**src/rtl/core/hilbert_tile_list_generator_defines.svh**
```systemverilog
// ----------------------------------------------------------------------------
// hilbert_tile_list_generator_defines
// Assertion macros for the Hilbert tile list generator. They expand to nothing
// in synthesis builds.
// ----------------------------------------------------------------------------
`ifndef HILBERT_TILE_LIST_GENERATOR_DEFINES_SVH
`define HILBERT_TILE_LIST_GENERATOR_DEFINES_SVH

`ifndef SYNTHESIS
// Check that a property holds at every clock edge out of reset.
`define HLTG_ASSERT_HOLDS(lbl, clk, rst_n, prop) \
    lbl: assert property (@(posedge clk) disable iff (!(rst_n)) (prop)) \
        else $error("hltg assertion failed");
// Check that a condition holds in the cycle after a trigger.
`define HLTG_ASSERT_NEXT(lbl, clk, rst_n, trig, cond) \
    lbl: assert property (@(posedge clk) disable iff (!(rst_n)) (trig) |=> (cond)) \
        else $error("hltg assertion failed");
`else
`define HLTG_ASSERT_HOLDS(lbl, clk, rst_n, prop)
`define HLTG_ASSERT_NEXT(lbl, clk, rst_n, trig, cond)
`endif

`endif

```
**src/rtl/core/hltg_pkg.sv**
```systemverilog
// ----------------------------------------------------------------------------
// hltg_pkg
// Shared widths, command constants and types of the Hilbert tile list
// generator.
// ----------------------------------------------------------------------------
package hltg_pkg;

    localparam int MAX_STREAMS_DEF   = 4;
    localparam int MAX_SIDE_LOG2_DEF = 8;

    localparam int HIDX_W     = 16;
    localparam int TILES_W    = 9;
    localparam int SHIFT_W    = 3;
    localparam int SCNT_W     = 3;
    localparam int CFG_IDX_W  = 3;
    localparam int CFG_DATA_W = 32;
    localparam int WORD_W     = 32;
    localparam int SEL_W      = 2;
    localparam int POS_W      = 8;

    localparam logic [WORD_W-1:0] CMD_TILE_POS   = 32'hB800_0000;
    localparam logic [WORD_W-1:0] CMD_BLOCK_ADDR = 32'hE000_0002;
    localparam logic [WORD_W-1:0] CMD_ADDR_MASK  = ~32'hE000_0003;
    localparam logic [WORD_W-1:0] CMD_TILE_END   = 32'hB000_0000;
    localparam logic [WORD_W-1:0] CMD_TERMINATE  = 32'hBC00_0000;
    localparam int BLOCK_BYTES = 512;
    localparam int BLOCK_LOG2  = $clog2(BLOCK_BYTES);

    typedef enum logic [CFG_IDX_W-1:0] {
        CFG_TILES_WIDE   = 3'd0,
        CFG_TILES_HIGH   = 3'd1,
        CFG_BLOCK_SHIFTX = 3'd2,
        CFG_BLOCK_SHIFTY = 3'd3,
        CFG_BLOCKS_ROW   = 3'd4,
        CFG_LIST_BASE    = 3'd5,
        CFG_STREAM_COUNT = 3'd6
    } t_cfg_idx;

    // List block addressing settings
    typedef struct packed {
        logic [SHIFT_W-1:0] shift_x;
        logic [SHIFT_W-1:0] shift_y;
        logic [TILES_W-1:0] blocks_per_row;
        logic [WORD_W-1:0]  base;
    } t_addr_cfg;

endpackage

```
**src/rtl/core/hltg_curve.sv**
```systemverilog
// ----------------------------------------------------------------------------
// hltg_curve
// Maps a Hilbert index to tile x,y and flags whether the tile lies inside
// the tiled area.
// ----------------------------------------------------------------------------
module hltg_curve
    import hltg_pkg::*;
#(
    parameter int MAX_SIDE_LOG2 = MAX_SIDE_LOG2_DEF
) (
    input  logic [HIDX_W-1:0]        i_index,
    input  logic [TILES_W-1:0]       i_tiles_wide,
    input  logic [TILES_W-1:0]       i_tiles_high,
    output logic [MAX_SIDE_LOG2-1:0] o_x,
    output logic [MAX_SIDE_LOG2-1:0] o_y,
    output logic                     o_inside
);

    localparam int CW   = MAX_SIDE_LOG2;
    localparam int DW   = $clog2(MAX_SIDE_LOG2 + 1);
    localparam int IW   = (2 * CW > HIDX_W) ? 2 * CW : HIDX_W;
    localparam int CMPW = (CW > TILES_W) ? CW : TILES_W;

    logic [TILES_W-1:0] larger;
    logic [DW-1:0]      dim;
    logic [IW-1:0]      idx_pad;
    logic [CW-1:0]      cx;
    logic [CW-1:0]      cy;
    logic [CW-1:0]      tmp;
    logic [CW-1:0]      msk;
    logic               rx;
    logic               ry;

    assign larger  = (i_tiles_wide > i_tiles_high) ? i_tiles_wide : i_tiles_high;
    assign idx_pad = IW'(i_index);

    // Smallest curve side at or above the larger dimension, saturated
    always_comb begin
        dim = '0;
        for (int i = 0; i < CW; i++) begin
            if ((32'd1 << i) < 32'(larger)) begin
                dim = DW'(i + 1);
            end
        end
    end

    // Two index bits per level; each level is a conditional flip and swap
    always_comb begin
        cx  = '0;
        cy  = '0;
        tmp = '0;
        for (int lvl = 0; lvl < CW; lvl++) begin
            rx  = idx_pad[2*lvl+1];
            ry  = idx_pad[2*lvl] ^ rx;
            msk = CW'((1 << lvl) - 1);
            if (DW'(lvl) < dim) begin
                if (!ry) begin
                    if (rx) begin
                        cx = cx ^ msk;
                        cy = cy ^ msk;
                    end
                    tmp = cx;
                    cx  = cy;
                    cy  = tmp;
                end
                cx[lvl] = rx;
                cy[lvl] = ry;
            end
        end
    end

    assign o_x      = cx;
    assign o_y      = cy;
    assign o_inside = (CMPW'(cx) < CMPW'(i_tiles_wide)) &&
                      (CMPW'(cy) < CMPW'(i_tiles_high));

endmodule

```
**src/rtl/core/hltg_words.sv**
```systemverilog
// ----------------------------------------------------------------------------
// hltg_words
// Forms the three command words of a tile: position, list block address
// and tile end.
// ----------------------------------------------------------------------------
module hltg_words
    import hltg_pkg::*;
#(
    parameter int MAX_SIDE_LOG2 = MAX_SIDE_LOG2_DEF
) (
    input  logic [MAX_SIDE_LOG2-1:0] i_x,
    input  logic [MAX_SIDE_LOG2-1:0] i_y,
    input  t_addr_cfg                i_cfg,
    output logic [WORD_W-1:0]        o_word_a,
    output logic [WORD_W-1:0]        o_word_b,
    output logic [WORD_W-1:0]        o_word_c
);

    localparam int CW   = MAX_SIDE_LOG2;
    localparam int PW   = CW + TILES_W;
    localparam int SW   = PW + 1;

    logic [CW-1:0]     xs;
    logic [CW-1:0]     ys;
    logic [PW-1:0]     prod;
    logic [SW-1:0]     blk;
    logic [WORD_W-1:0] offs;
    logic [WORD_W-1:0] addr;

    assign xs   = i_x >> i_cfg.shift_x;
    assign ys   = i_y >> i_cfg.shift_y;
    assign prod = PW'(ys) * PW'(i_cfg.blocks_per_row);
    assign blk  = SW'(prod) + SW'(xs);
    // Block size is a power of two: scale by shift, wrap to the word
    assign offs = WORD_W'({blk, {BLOCK_LOG2{1'b0}}});
    assign addr = i_cfg.base + offs;

    assign o_word_a = CMD_TILE_POS | {16'd0, POS_W'(i_y), POS_W'(i_x)};
    assign o_word_b = CMD_BLOCK_ADDR | ((addr >> 3) & CMD_ADDR_MASK);
    assign o_word_c = CMD_TILE_END;

endmodule

```
**src/rtl/core/hilbert_tile_list_generator.sv**
```systemverilog
// ----------------------------------------------------------------------------
// hilbert_tile_list_generator
// Turns Hilbert-ordered tile requests into per-stream tile list words and
// emits one terminator per stream on a finish request.
// ----------------------------------------------------------------------------
//
//  channel   | direction | handshake                  | payload
//  ----------+-----------+----------------------------+---------------------------
//  s_axis    | in        | i_s_axis_tvalid/o_..tready | tdata: hilbert_index
//            |           |                            | tuser: req_type
//  m_axis    | out       | o_m_axis_tvalid/i_..tready | tdata: x,y,word_a,b,c
//            |           |                            | tuser: stream_sel,is_term
//  cfg       | in        | i_cfg_valid/o_cfg_ready    | i_cfg_index, i_cfg_data
//
//  A tile request passes through three registers in turn (input, curve,
//  result); one word per cycle is sustained while the result register is
//  not stalled and no finish request holds the curve stage.
//  A finish request holds the curve stage until one terminator per active
//  stream has passed into the result register.
//  Tiles outside the area are dropped at the curve stage.
//  A stalled result register stalls the whole pipe; the input side still
//  fills empty stages. Synchronous active-low reset clears control and
//  configuration; no clearing pass is needed.
//
`include "hilbert_tile_list_generator_defines.svh"

module hilbert_tile_list_generator
    import hltg_pkg::*;
#(
    parameter int MAX_STREAMS   = MAX_STREAMS_DEF,
    parameter int MAX_SIDE_LOG2 = MAX_SIDE_LOG2_DEF
) (
    input  logic                  i_clk,
    input  logic                  i_rst_n,
    // slave side
    input  logic                  i_s_axis_tvalid,
    output logic                  o_s_axis_tready,
    input  logic [HIDX_W-1:0]     i_s_axis_tdata,   // [15:0] hilbert_index
    input  logic                  i_s_axis_tuser,   // [0] req_type
    // master side
    output logic                  o_m_axis_tvalid,
    input  logic                  i_m_axis_tready,
    output logic [111:0]          o_m_axis_tdata,   // [7:0] tile_x, [15:8] tile_y,
                                                    // [47:16] word_a, [79:48] word_b,
                                                    // [111:80] word_c
    output logic [2:0]            o_m_axis_tuser,   // [1:0] stream_sel, [2] is_terminator
    output logic                  o_m_axis_tlast,
    // configuration write
    input  logic                  i_cfg_valid,
    output logic                  o_cfg_ready,
    input  logic [CFG_IDX_W-1:0]  i_cfg_index,
    input  logic [CFG_DATA_W-1:0] i_cfg_data
);

    localparam int CW = MAX_SIDE_LOG2;

    // Configuration
    logic [TILES_W-1:0] r_tiles_wide;
    logic [TILES_W-1:0] r_tiles_high;
    logic [SCNT_W-1:0]  r_stream_count;
    t_addr_cfg          r_addr_cfg;

    // Input stage
    logic               r_s1_valid;
    logic               r_s1_finish;
    logic [HIDX_W-1:0]  r_s1_index;

    // Curve stage
    logic               r_s2_valid;
    logic               r_s2_finish;
    logic [CW-1:0]      r_s2_x;
    logic [CW-1:0]      r_s2_y;

    // Round-robin and terminator sequencing
    logic [SEL_W-1:0]   r_next_stream;
    logic [SEL_W-1:0]   n_next_stream;
    logic [SCNT_W-1:0]  r_term_idx;
    logic [SCNT_W-1:0]  n_term_idx;

    // Result register
    logic               r_out_valid;
    logic [111:0]       r_out_data;
    logic [2:0]         r_out_user;
    logic               r_out_last;

    logic [CW-1:0]      curve_x;
    logic [CW-1:0]      curve_y;
    logic               curve_inside;
    logic [WORD_W-1:0]  word_a;
    logic [WORD_W-1:0]  word_b;
    logic [WORD_W-1:0]  word_c;

    logic [SCNT_W-1:0]  cnt;
    logic [SEL_W-1:0]   sel;
    logic [SCNT_W-1:0]  sel_inc;
    logic [SCNT_W-1:0]  term_inc;
    logic               term_last;
    logic               out_free;
    logic               s2_emit;
    logic               s2_done;
    logic               s2_free;
    logic               s1_move;
    logic               in_take;

    assign o_cfg_ready = 1'b1;

    // Configuration registers; writes beyond the list are dropped
    always_ff @(posedge i_clk) begin
        if (!i_rst_n) begin
            r_tiles_wide              <= TILES_W'(1);
            r_tiles_high              <= TILES_W'(1);
            r_stream_count            <= SCNT_W'(1);
            r_addr_cfg.shift_x        <= '0;
            r_addr_cfg.shift_y        <= '0;
            r_addr_cfg.blocks_per_row <= TILES_W'(1);
            r_addr_cfg.base           <= '0;
        end else if (i_cfg_valid) begin
            unique case (t_cfg_idx'(i_cfg_index))
                CFG_TILES_WIDE:   r_tiles_wide              <= i_cfg_data[TILES_W-1:0];
                CFG_TILES_HIGH:   r_tiles_high              <= i_cfg_data[TILES_W-1:0];
                CFG_BLOCK_SHIFTX: r_addr_cfg.shift_x        <= i_cfg_data[SHIFT_W-1:0];
                CFG_BLOCK_SHIFTY: r_addr_cfg.shift_y        <= i_cfg_data[SHIFT_W-1:0];
                CFG_BLOCKS_ROW:   r_addr_cfg.blocks_per_row <= i_cfg_data[TILES_W-1:0];
                CFG_LIST_BASE:    r_addr_cfg.base           <= i_cfg_data[WORD_W-1:0];
                CFG_STREAM_COUNT: r_stream_count            <= i_cfg_data[SCNT_W-1:0];
                default: begin
                end
            endcase
        end
    end

    // Active streams: zero acts as one, clamp to the build maximum
    always_comb begin
        cnt = r_stream_count;
        if (r_stream_count == '0) begin
            cnt = SCNT_W'(1);
        end else if (int'(r_stream_count) > MAX_STREAMS) begin
            cnt = SCNT_W'(MAX_STREAMS);
        end
    end

    // Pipe control: the result register frees the stages behind it
    assign out_free  = !r_out_valid || i_m_axis_tready;
    assign s2_emit   = r_s2_valid && out_free;
    assign term_inc  = r_term_idx + SCNT_W'(1);
    assign term_last = (term_inc == cnt);
    assign s2_done   = s2_emit && (!r_s2_finish || term_last);
    assign s2_free   = !r_s2_valid || s2_done;
    assign s1_move   = r_s1_valid && s2_free;
    assign o_s_axis_tready = !r_s1_valid || s2_free;
    assign in_take   = i_s_axis_tvalid && o_s_axis_tready;

    // Input stage
    always_ff @(posedge i_clk) begin
        if (!i_rst_n) begin
            r_s1_valid <= 1'b0;
        end else if (in_take) begin
            r_s1_valid <= 1'b1;
        end else if (s1_move) begin
            r_s1_valid <= 1'b0;
        end
    end

    always_ff @(posedge i_clk) begin
        if (in_take) begin
            r_s1_finish <= i_s_axis_tuser;
            r_s1_index  <= i_s_axis_tdata;
        end
    end

    hltg_curve #(
        .MAX_SIDE_LOG2 (MAX_SIDE_LOG2)
    ) u_curve (
        .i_index      (r_s1_index),
        .i_tiles_wide (r_tiles_wide),
        .i_tiles_high (r_tiles_high),
        .o_x          (curve_x),
        .o_y          (curve_y),
        .o_inside     (curve_inside)
    );

    // Curve stage: drop tiles outside the area here
    always_ff @(posedge i_clk) begin
        if (!i_rst_n) begin
            r_s2_valid <= 1'b0;
        end else if (s1_move) begin
            r_s2_valid <= r_s1_finish || curve_inside;
        end else if (s2_done) begin
            r_s2_valid <= 1'b0;
        end
    end

    always_ff @(posedge i_clk) begin
        if (s1_move) begin
            r_s2_finish <= r_s1_finish;
            r_s2_x      <= curve_x;
            r_s2_y      <= curve_y;
        end
    end

    hltg_words #(
        .MAX_SIDE_LOG2 (MAX_SIDE_LOG2)
    ) u_words (
        .i_x      (r_s2_x),
        .i_y      (r_s2_y),
        .i_cfg    (r_addr_cfg),
        .o_word_a (word_a),
        .o_word_b (word_b),
        .o_word_c (word_c)
    );

    // Round-robin pick; a pointer left past a lowered count falls back to 0
    assign sel     = ({1'b0, r_next_stream} < cnt) ? r_next_stream : '0;
    assign sel_inc = SCNT_W'(sel) + SCNT_W'(1);

    always_comb begin
        n_next_stream = r_next_stream;
        n_term_idx    = r_term_idx;
        if (s2_emit) begin
            if (r_s2_finish) begin
                n_term_idx = term_last ? '0 : term_inc;
                if (term_last) begin
                    n_next_stream = '0;
                end
            end else begin
                n_next_stream = (sel_inc == cnt) ? '0 : sel_inc[SEL_W-1:0];
            end
        end
    end

    always_ff @(posedge i_clk) begin
        if (!i_rst_n) begin
            r_next_stream <= '0;
            r_term_idx    <= '0;
        end else begin
            r_next_stream <= n_next_stream;
            r_term_idx    <= n_term_idx;
        end
    end

    // Result register
    always_ff @(posedge i_clk) begin
        if (!i_rst_n) begin
            r_out_valid <= 1'b0;
        end else if (s2_emit) begin
            r_out_valid <= 1'b1;
        end else if (i_m_axis_tready) begin
            r_out_valid <= 1'b0;
        end
    end

    always_ff @(posedge i_clk) begin
        if (s2_emit) begin
            if (r_s2_finish) begin
                r_out_data <= {64'd0, CMD_TERMINATE, 16'd0};
                r_out_user <= {1'b1, r_term_idx[SEL_W-1:0]};
                r_out_last <= term_last;
            end else begin
                r_out_data <= {word_c, word_b, word_a, POS_W'(r_s2_y), POS_W'(r_s2_x)};
                r_out_user <= {1'b0, sel};
                r_out_last <= 1'b1;
            end
        end
    end

    assign o_m_axis_tvalid = r_out_valid;
    assign o_m_axis_tdata  = r_out_data;
    assign o_m_axis_tuser  = r_out_user;
    assign o_m_axis_tlast  = r_out_last;

    // A tile word always closes its request
    `HLTG_ASSERT_HOLDS(a_tile_is_last, i_clk, i_rst_n, !r_out_valid || r_out_user[2] || r_out_last)
    // A completed finish leaves the round-robin pointer at stream 0
    `HLTG_ASSERT_NEXT(a_finish_clears_rr, i_clk, i_rst_n, s2_done && r_s2_finish, r_next_stream == '0)
    // Hold the curve stage while the result register is stalled
    `HLTG_ASSERT_HOLDS(a_no_emit_on_stall, i_clk, i_rst_n, !(r_out_valid && !i_m_axis_tready && s2_emit))
    // An accepted word lands in the input stage
    `HLTG_ASSERT_NEXT(a_take_fills_s1, i_clk, i_rst_n, in_take, r_s1_valid)

endmodule
```
**config.mk**
```make
export PLATFORM = sky130hd
export DESIGN_NAME = hilbert_tile_list_generator
export DESIGN_NICKNAME = d
export VERILOG_FILES = /design/src/rtl/core/hltg_pkg.sv /design/src/rtl/core/hltg_curve.sv /design/src/rtl/core/hltg_words.sv /design/src/rtl/core/hilbert_tile_list_generator.sv
export VERILOG_INCLUDE_DIRS = /design/src /design/src/rtl/core
export SDC_FILE = /design/constraint.sdc
export NUM_CORES = 1
export LEC_CHECK = 0
export BUFFER_PORTS_ARGS = -buffer_cell sky130_fd_sc_hd__buf_2
export CAP_MARGIN = 20
export CORE_ASPECT_RATIO = 0.8
export CORE_MARGIN = 4
export CORE_UTILIZATION = 24
export DETAILED_ROUTE_END_ITERATION = 6
export PLACE_DENSITY = 0.43
export SYNTH_ARGS = -nofsm -noshare
export SYNTH_HDL_FRONTEND = slang
export SYNTH_HIERARCHICAL = 1
export SYNTH_SLANG_ARGS = --single-unit
```
**constraint.sdc**
```tcl
create_clock -name i_clk -period 6.1 [get_ports i_clk]
set_input_delay 1.525 -clock i_clk [delete_from_list [all_inputs] [get_ports i_clk]]
set_output_delay 1.525 -clock i_clk [all_outputs]
set_load 0.03 [all_outputs]
```
==> results of run 1 <==
==> worst paths after layout <==
| kind | slack, ns | from | end | depth (start not counted) |
|---|---|---|---|---|
| max | -0.68 | r_tiles_high[1] | r_s2_valid | 34 |
| min | 0.45 | r_addr_cfg[7] | r_addr_cfg[7] | 2 |
| max reg2reg | -0.68 | r_tiles_high[1] | r_s2_valid | 34 |
| min reg2reg | 0.45 | r_addr_cfg[7] | r_addr_cfg[7] | 2 |
==> sequential cells by signal, summed over array words and instances (netlist names) <==
register,flops
o_m_axis_tdata,112
r_addr_cfg,42
r_s1_index,16
r_tiles_high,9
r_tiles_wide,9
r_s2_x,8
r_s2_y,8
o_m_axis_tuser,3
r_stream_count,3
r_term_idx,3
r_next_stream,2
o_m_axis_tlast,1
o_m_axis_tvalid,1
r_s1_finish,1
r_s1_valid,1
r_s2_finish,1
r_s2_valid,1
==> per-layer routing <==
metal / part of all wire (%) / GRT usage [%] / vias to the layer above
met1: 48 / 18.31 / 6823
met2: 46 / 21.24 / 226
met3: 3.7 / 1.871 / 58
met5: 0.025 / 0 / -
li1: - / - / 6996
met4: 2.1 / 2.573 / 2
==> cell usage in the layout, fill, tap and decap left out, types with 13 or more instances in the layout <==
master	count
and2_1	28
buf_4	285
fa_1	48
buf_6	13
ha_4	15
nor2b_1	124
clkbuf_16	31
o22ai_1	16
o211ai_1	17
nand2_2	17
a21o_1	16
a31oi_1	14
conb_1	54
nand2_1	203
mux2i_1	28
buf_2	174
and3_1	23
nand2b_1	13
inv_2	18
nor2_1	86
xnor2_1	24
inv_1	104
dfxtp_1	57
o21ai_0	54
ha_1	71
edfxtp_1	150
o21a_1	13
a21oi_2	21
nand3_1	30
a21oi_1	124
nor3_1	16
==> area by class of cell <==
type	instances	area share [%]
multi-input cells	1335	46.16
flip-flops and latches	221	27.14
repair buffers	477	14.84
well taps	913	5.212
clock buffers	41	3.984
inverters	127	2.192
clock inverters	11	0.4681
diodes	1	0.01142
==> power by group <==
group          switching (mW)  internal [mW]
clock network           0.727           1.01
logic                    1.52           1.33
registers              0.0680           1.75
==> repair_timing <==
action                                 4_1_cts  5_1_grt
gates resized for setup                    124       49
pin swaps                                   97       69
gates cloned                                 1        0
endpoints found under the hold margin        0        0
setup endpoints to repair                   15       15
setup buffers                               35       19
==> metrics by stage <==
stage	util, %	hold slack (ns)	area, um^2	std cells
after detailed placement	29.40	0.4453	19730	3018
final	32.66	0.4500	21920	3126
after global placement	29.40	0.4382	19730	3018
after floorplan	-	0.4269	16700	1831
after CTS	32.14	0.4540	21570	3105
after global routing	32.66	0.4607	21920	3125
==> tightest hold or removal path: cells and delay by family, from the launching register on <==
family | cells | cell delay [ns]
and+or+nand+nor | 1 | 0.05
DFF | 1 | 0.30
AOI/OAI and AO/OA | 1 | 0.05
==> impl_results.md, run 1 <==
- Max-slew violation count: 0
- Hpwl dp: 36,050 um
- Startpoint Class: flip-flop
- Worst slack, placed: -0.9324 ns
- Drt wl/cell: 15.43 um
- Crit path max-delay family: compound AO/OA/AOI/OAI gates
- Layout cells sized above 1: 34.09%
- Initial antenna violation count: 2
- Maxcap violations: 0
- Fill count: 7,005
- Initial core utilization: 24.20%
- Clock sinks: 221
- Slew @ Worst Pin: 0.9300 ns
- Core Rows: 85
- Vias per cell: 4.512
- Relative slew slack: 38.00%
- Inserted Clock Buffers: 28
- H-tree lvl count: 1
- Critical path buffers and inverters: 4
- Drt pass-1 iters: 6
- Die width: 298.8 um
- Max incr delay on CP: 0.38 ns
- Setup Skew: 0.03464 ns
- Drt initial violations: 765
- Crit path capture type: flip-flop
- Setup violations, final: 10
- Violated checks: setup timing
- Clk_lat worst skew: 0.60 ns
- Design Power: 6.403 mW
- Root Buffer: clkbuf_16
- Critical path's slowest cell: or3b_4
- Vias in the first global route: 13,690
- # hold bufs at CTS: 0
- Worst setup margin: -0.6806 ns
- RSZ-0062 raised after global routing: yes
- Largest net degree at the start of global routing: 71
- Final nets: 2,385
- I/O pins: 176
- Synth warnings: 6
- Post-route ant nets: 0
- Vias: 14,110
- GRT Util Overall: 12.94%
- Clock Tree Buf Depth: 3
- PortBufs: 174
- Die H: 240.7 um
- Critical path class: flip-flop to flip-flop
- Crit path DAT: 7.29 ns
- CP max FO: 5
- Fin crit period: 6.781 ns
- Reg clk slew, reported paths: 0.06 ns
- Synth Instances: 1,780
- Synthesis-to-layout area growth: 34.97%
- Gr ovfl total: 0
- Critical path required time: 6.61 ns
- GP Congestion: 0.8464
- Core Footprint: 67,110 um^2
- Power Density: 292.1 nW/um^2
- Setup TNS: -2.792 ns
- Fin. Hold Viols: 0
- Fin crit share: 111.2%
- Cell leakage power: 9.138 nW
- DRC viols: 0
- Outcome: complete, but fails checks
- Most used cell, CP: a211oi_2
- CTS tree: yes
- F_max: 147.5 MHz
- Mean post-synth cell area: 9.123 um^2
- Sequential cell area: 5948 um^2
- DRT Wirelength: 48,240 um
- Full die area: 71,920 um^2
- Multi-input gate area: 10,120 um^2
- Max IR drop VDD: 0.0002276 V
- First-pass GRT wire length: 75,850 um
- Worst hold-check path type: flip-flop to flip-flop
- Post-Syn Area: 16,240 um^2
No activity file was read; power rests on OpenSTA's default activity.
==> run 2: changes to the inputs <==
--- a/config.mk
+++ b/config.mk
@@ -6,6 +6,7 @@
 export SDC_FILE = /design/constraint.sdc
 export NUM_CORES = 1
 export LEC_CHECK = 0
+export ABC_AREA = 1
 export BUFFER_PORTS_ARGS = -buffer_cell sky130_fd_sc_hd__buf_2
 export CAP_MARGIN = 20
 export CORE_ASPECT_RATIO = 0.8
==> impl_results.md, run 2 <==
- Fin cells: 3,138
- Layout cells sized above 1: 20.32%
- Worst setup path start: r_s2_y[4]
- Commonest non-fill, non-tap cells in the layout: nand2_1 (407), inv_1 (345), nor2_1 (324)
- Slew @ Worst Pin: 1.013 ns
- Design area: 18,990 um^2
- First-pass GRT wire length: 71,080 um
- Core Rows: 83
- M1 GR Usage: 19.10%
- Critical path required time: 6.39 ns
- N_diodes: 0
- Fin crit period: 5.795 ns
- Synth warnings: 6
- Die H: 237.6 um
- Most Used Layer, Global Route: met1
- Max reg flops: 112
- Root Buffer: clkbuf_16
- Vias: 13,350
- F_max: 172.6 MHz
- Initial antenna violation count: 3
- Placed cell area: 17,610 um^2
- Met2 usage: 18.40%
- Largest net degree at the start of global routing: 95
- Worst setup margin: 0.3051 ns
- Post-route ant nets: 0
- Synth Instances: 2,056
- CTS tree: yes
- Crit path DAT: 6.08 ns
- Startpoint Class: flip-flop
- I/O pins: 176
- # hold bufs at CTS: 0
- Final nets: 2,462
- Fin crit share: 95.00%
- Synthesis-to-layout area growth: 20.07%
- Mean post-synth cell area: 7.695 um^2
- Drt pass-1 iters: 6
- Critical path's slowest cell: fa_1
- Post-Syn Area: 15,820 um^2
- Worst hold-check path type: flip-flop to flip-flop
- Most common cell after layout, fill and taps aside: nand2_1
- Worst slack, placed: -0.09651 ns
- GRT Util Overall: 12.65%
- Maxcap violations: 0
- Max IR drop VDD: 0.0002172 V
- Drt initial violations: 928
- Critical path class: flip-flop to flip-flop
- Clock sinks: 221
- Power Density: 364.5 nW/um^2
- Max incr delay on CP: 0.56 ns
- Relative slew slack: 32.44%
- Initial core utilization: 24.45%
- GP Congestion: 0.8782
- Setup violations, final: 0
- Core Footprint: 64,700 um^2
- Gr ovfl total: 0
- GR Layer Usage met3: 2.765%
- Clock Tree Buf Depth: 3
- Placed insts: 3,072
- Full die area: 70,120 um^2
- DRT Wirelength: 45,200 um
- Setup Skew: 0.01004 ns
- Clk_lat worst skew: 0.57 ns
- Reg clk slew, reported paths: 0.06 ns
- Hpwl dp: 36,000 um
- H-tree lvl count: 1
- Fin. Hold Viols: 0
- DRC viols: 0
- Outcome: finished clean
- Vias per cell: 4.253
- Drt wl/cell: 14.41 um
- Crit path capture type: flip-flop
- Max-slew violation count: 0
- Min-Delay Startpoint: r_s1_finish
- Cell leakage power: 9.111 nW
- CP max FO: 7
- Worst r2r src: r_s2_y[4]
- Vias in the first global route: 12,820
- PortBufs: 174
- Fill count: 6,983
- Inserted Clock Buffers: 27
- Die width: 295.1 um
-- run 2: through the flow --
| step | TNS, ns | hold slack [ns] | total power, mW | utilization, % |
|---|---|---|---|---|
| after detailed placement | -0.4126 | 0.4512 | 5.183 | 27.22 |
| after global placement | -0.2601 | 0.4506 | 5.152 | 27.22 |
| after floorplan | 0 | 0.4206 | 4.259 | - |
| after global routing | -0.003154 | 0.4800 | 7.518 | 29.36 |
| after CTS | 0 | 0.4661 | 6.873 | 28.70 |
| final | 0 | 0.4649 | 6.923 | 29.36 |
-- run 2: routing by layer --
layer	routed length, um	up-vias	share of wire (%)
li1	-	6783	-
met1	23230	6218	51
met2	18200	291	40
met3	2897	50	6.4
met4	843	4	1.9
met5	34	-	0.075
-- run 2: area by class of cell --
type                       instances  area [um^2]  area share, %
multi-input combinational       1404         8312          43.76
sequential                       221         5931          31.22
inverter                         374         1428          7.516
timing repair buffer             239         1359          7.154
tap                              850         1064          5.599
clock buffer                      38        809.5          4.262
clock inverter                    12        92.59         0.4875
-- run 2: path summary, 6_finish.rpt --
path | endpoint | slack, ns | cells after the start
setup / recovery | o_m_axis_tdata[75] | 0.31 | 31
setup reg to reg | o_m_axis_tdata[75] | 0.31 | 31
hold reg to reg | r_s2_finish | 0.46 | 0
hold / removal | r_s2_finish | 0.46 | 0
-- run 2: critical path: cells and delay by family, from the launching register on --
kind / cells / cell delay, ns
DFF: 1 / 0.41
AOI/OAI and AO/OA: 5 / 0.59
xor gates and xnor gates: 1 / 0.16
and+or+nand+nor: 12 / 1.02
buffers and inverters: 7 / 0.60
adders and majority gates: 6 / 2.72
-- run 2: timing repair --
action | 4_1_cts | 5_1_grt
pin swaps | 0 | 24
buffers inserted | 3 | 13
gates resized for setup | 4 | 96
endpoints found under the setup margin | 7 | 15
hold endpoints to repair | 0 | 0
-- run 2: report_power, final --
group	leakage [nW]	switching [mW]	internal, mW	total (mW)
sequential	2.00	0.0864	1.82	1.91
combinational	6.68	2.19	1.20	3.39
clock	0.435	0.691	0.934	1.63
==> run 3: changes to the inputs <==
--- a/config.mk
+++ b/config.mk
@@ -13,7 +13,7 @@
 export CORE_MARGIN = 4
 export CORE_UTILIZATION = 24
 export DETAILED_ROUTE_END_ITERATION = 6
-export PLACE_DENSITY = 0.43
+export PLACE_DENSITY = 0.41
 export SYNTH_ARGS = -nofsm -noshare
 export SYNTH_HDL_FRONTEND = slang
 export SYNTH_HIERARCHICAL = 1
==> constraint.sdc (replaced) <==
create_clock -name i_clk -period 6.33 [get_ports i_clk]
set_input_delay 1.5825 -clock i_clk [delete_from_list [all_inputs] [get_ports i_clk]]
set_output_delay 1.5825 -clock i_clk [all_outputs]
set_load 0.03 [all_outputs]
==> impl_results.md, run 3 (synthesis gave the netlist of run 2 again) <==
- Critical path's slowest cell: fa_1
- Most used cell, CP: nand2_1
- Design area: 18,480 um^2
- Critical path required time: 6.62 ns
- Clock Tree Buf Depth: 3
- F_max: 166.1 MHz
- Fin cells: 3,099
- Root Buffer: clkbuf_16
- Relative slew slack: 33.59%
- PortBufs: 174
- Fin crit share: 95.12%
- Worst Hold Depth: 0
- Full die area: 70,120 um^2
- GP Congestion: 0.8680
- I/O pins: 176
- Clk_lat worst skew: 0.57 ns
- Fin crit period: 6.021 ns
- Fin. Hold Viols: 0
- Met3 wire len: 2311 um
- Hpwl dp: 36,110 um
- Slew @ Worst Pin: 0.9962 ns
- Cell leakage power: 8.884 nW
- # hold bufs at CTS: 0
- Drt wl/cell: 14.61 um
- Most common cell after layout, fill and taps aside: nand2_1
- Post-route ant nets: 0
- Core Rows: 83
- Power Density: 346.0 nW/um^2
- H-tree lvl count: 1
- Top layer in use: met4
- Crit path DAT: 6.31 ns
- GRT Util Overall: 12.71%
- Largest net degree at the start of global routing: 76
- Worst hold-check path type: flip-flop to flip-flop
- Final nets: 2,425
- Gr ovfl total: 0
- Crit path capture type: flip-flop
- Placed cell area: 17,370 um^2
- First-pass GRT wire length: 71,300 um
- Worst R2R Path Depth: 31
- Crit path max-delay family: adder cells
- RSZ-0062 raised after global routing: no
- Maxcap violations: 0
- Vias per cell: 4.245
- Post-Route M1 WL: 23,990 um
- Inserted Clock Buffers: 27
- Critical path buffers and inverters: 9
- Core Footprint: 64,700 um^2
- Max reg flops: 112
- DRT Wirelength: 45,280 um
- Outcome: finished clean
- Placed insts: 3,040
- Max IR drop VDD: 0.0001911 V
- Startpoint Class: flip-flop
- Initial core utilization: 24.45%
- DRC viols: 0
- Layout cells sized above 1: 16.63%
- Fill count: 7,026
- Reg clk slew, reported paths: 0.06 ns
- Clock sinks: 221
- Setup Skew: 0.02022 ns
- CP max FO: 9
- Synthesis-to-layout area growth: 16.82%
- N_diodes: 0
- Max incr delay on CP: 0.55 ns
- Vias in the first global route: 12,810
- Critical path class: flip-flop to flip-flop
- Drt pass-1 iters: 5
- Vias: 13,160
- Met2 Wirelength: 18,190 um
- Max-slew violation count: 0
- Die width: 295.1 um
- Commonest non-fill, non-tap cells in the layout: nand2_1 (420), inv_1 (348), nor2_1 (332)
- CTS tree: yes
- Drt initial violations: 751
- Setup violations, final: 0
- Initial antenna violation count: 0
- CP Depth: 31
- Final Util: 28.57%
- Die H: 237.6 um
run 3: repair_timing:
item,in CTS,in global routing
pin swaps,0,5
gates resized for setup,8,44
gates cloned,1,0
setup endpoints to repair,12,13
buffers inserted,6,4
run 3: final cells by class:
class                      count  area (um^2)  area share, %
clock inverter                12        126.4         0.6838
tap                          850         1064          5.755
sequential                   221         5933          32.10
multi-input combinational   1404         8145          44.07
timing repair buffer         201         1074          5.809
clock buffer                  36        709.4          3.839
inverter                     374         1423          7.697
timing repair inverter         1        7.507        0.04062
run 3: worst register-to-register path, delay by kind of cell (launching register included):
family,cells,cell delay [ns]
DFF,1,0.40
buffers and inverters,9,0.77
AOI/OAI and AO/OA,3,0.60
adders and majority gates,6,2.77
xor gates and xnor gates,1,0.18
and+or+nand+nor,12,1.02
run 3: report_power, final:
part / internal [mW] / leakage [nW] / switching, mW
Combinational: 1.00 / 6.48 / 2.05
Clock: 0.868 / 0.404 / 0.632
Sequential: 1.75 / 2.00 / 0.0851
Total: 3.63 / 8.88 / 2.77
run 3: routing by layer:
metal / vias up / global-route usage [%]
li1: 6706 / -
met1: 6148 / 19.86
met2: 256 / 18.52
met3: 45 / 1.784
met4: 0 / 2.496
met5: - / 0
run 3: worst paths after layout:
check	startpoint	to	slack, ns
setup / recovery	r_addr_cfg[41]	o_m_axis_tdata[70]	0.31
hold / removal	r_s1_finish	r_s2_finish	0.46
setup reg to reg	r_addr_cfg[41]	o_m_axis_tdata[70]	0.31
hold reg to reg	r_s1_finish	r_s2_finish	0.46
run 3: per-stage QoR:
step / power (mW) / hold WS [ns] / setup slack [ns] / TNS, ns
4_1_cts: 6.447 / 0.4677 / 0.001512 / 0
3_5_place_dp: 4.879 / 0.4617 / -0.4204 / -1.126
2_1_floorplan: 4.104 / 0.4206 / 0.2742 / 0
5_1_grt: 6.959 / 0.4828 / 0.004632 / 0
6_report: 6.395 / 0.4601 / 0.3089 / 0
3_3_place_gp: 4.852 / 0.4616 / -0.3965 / -1.361
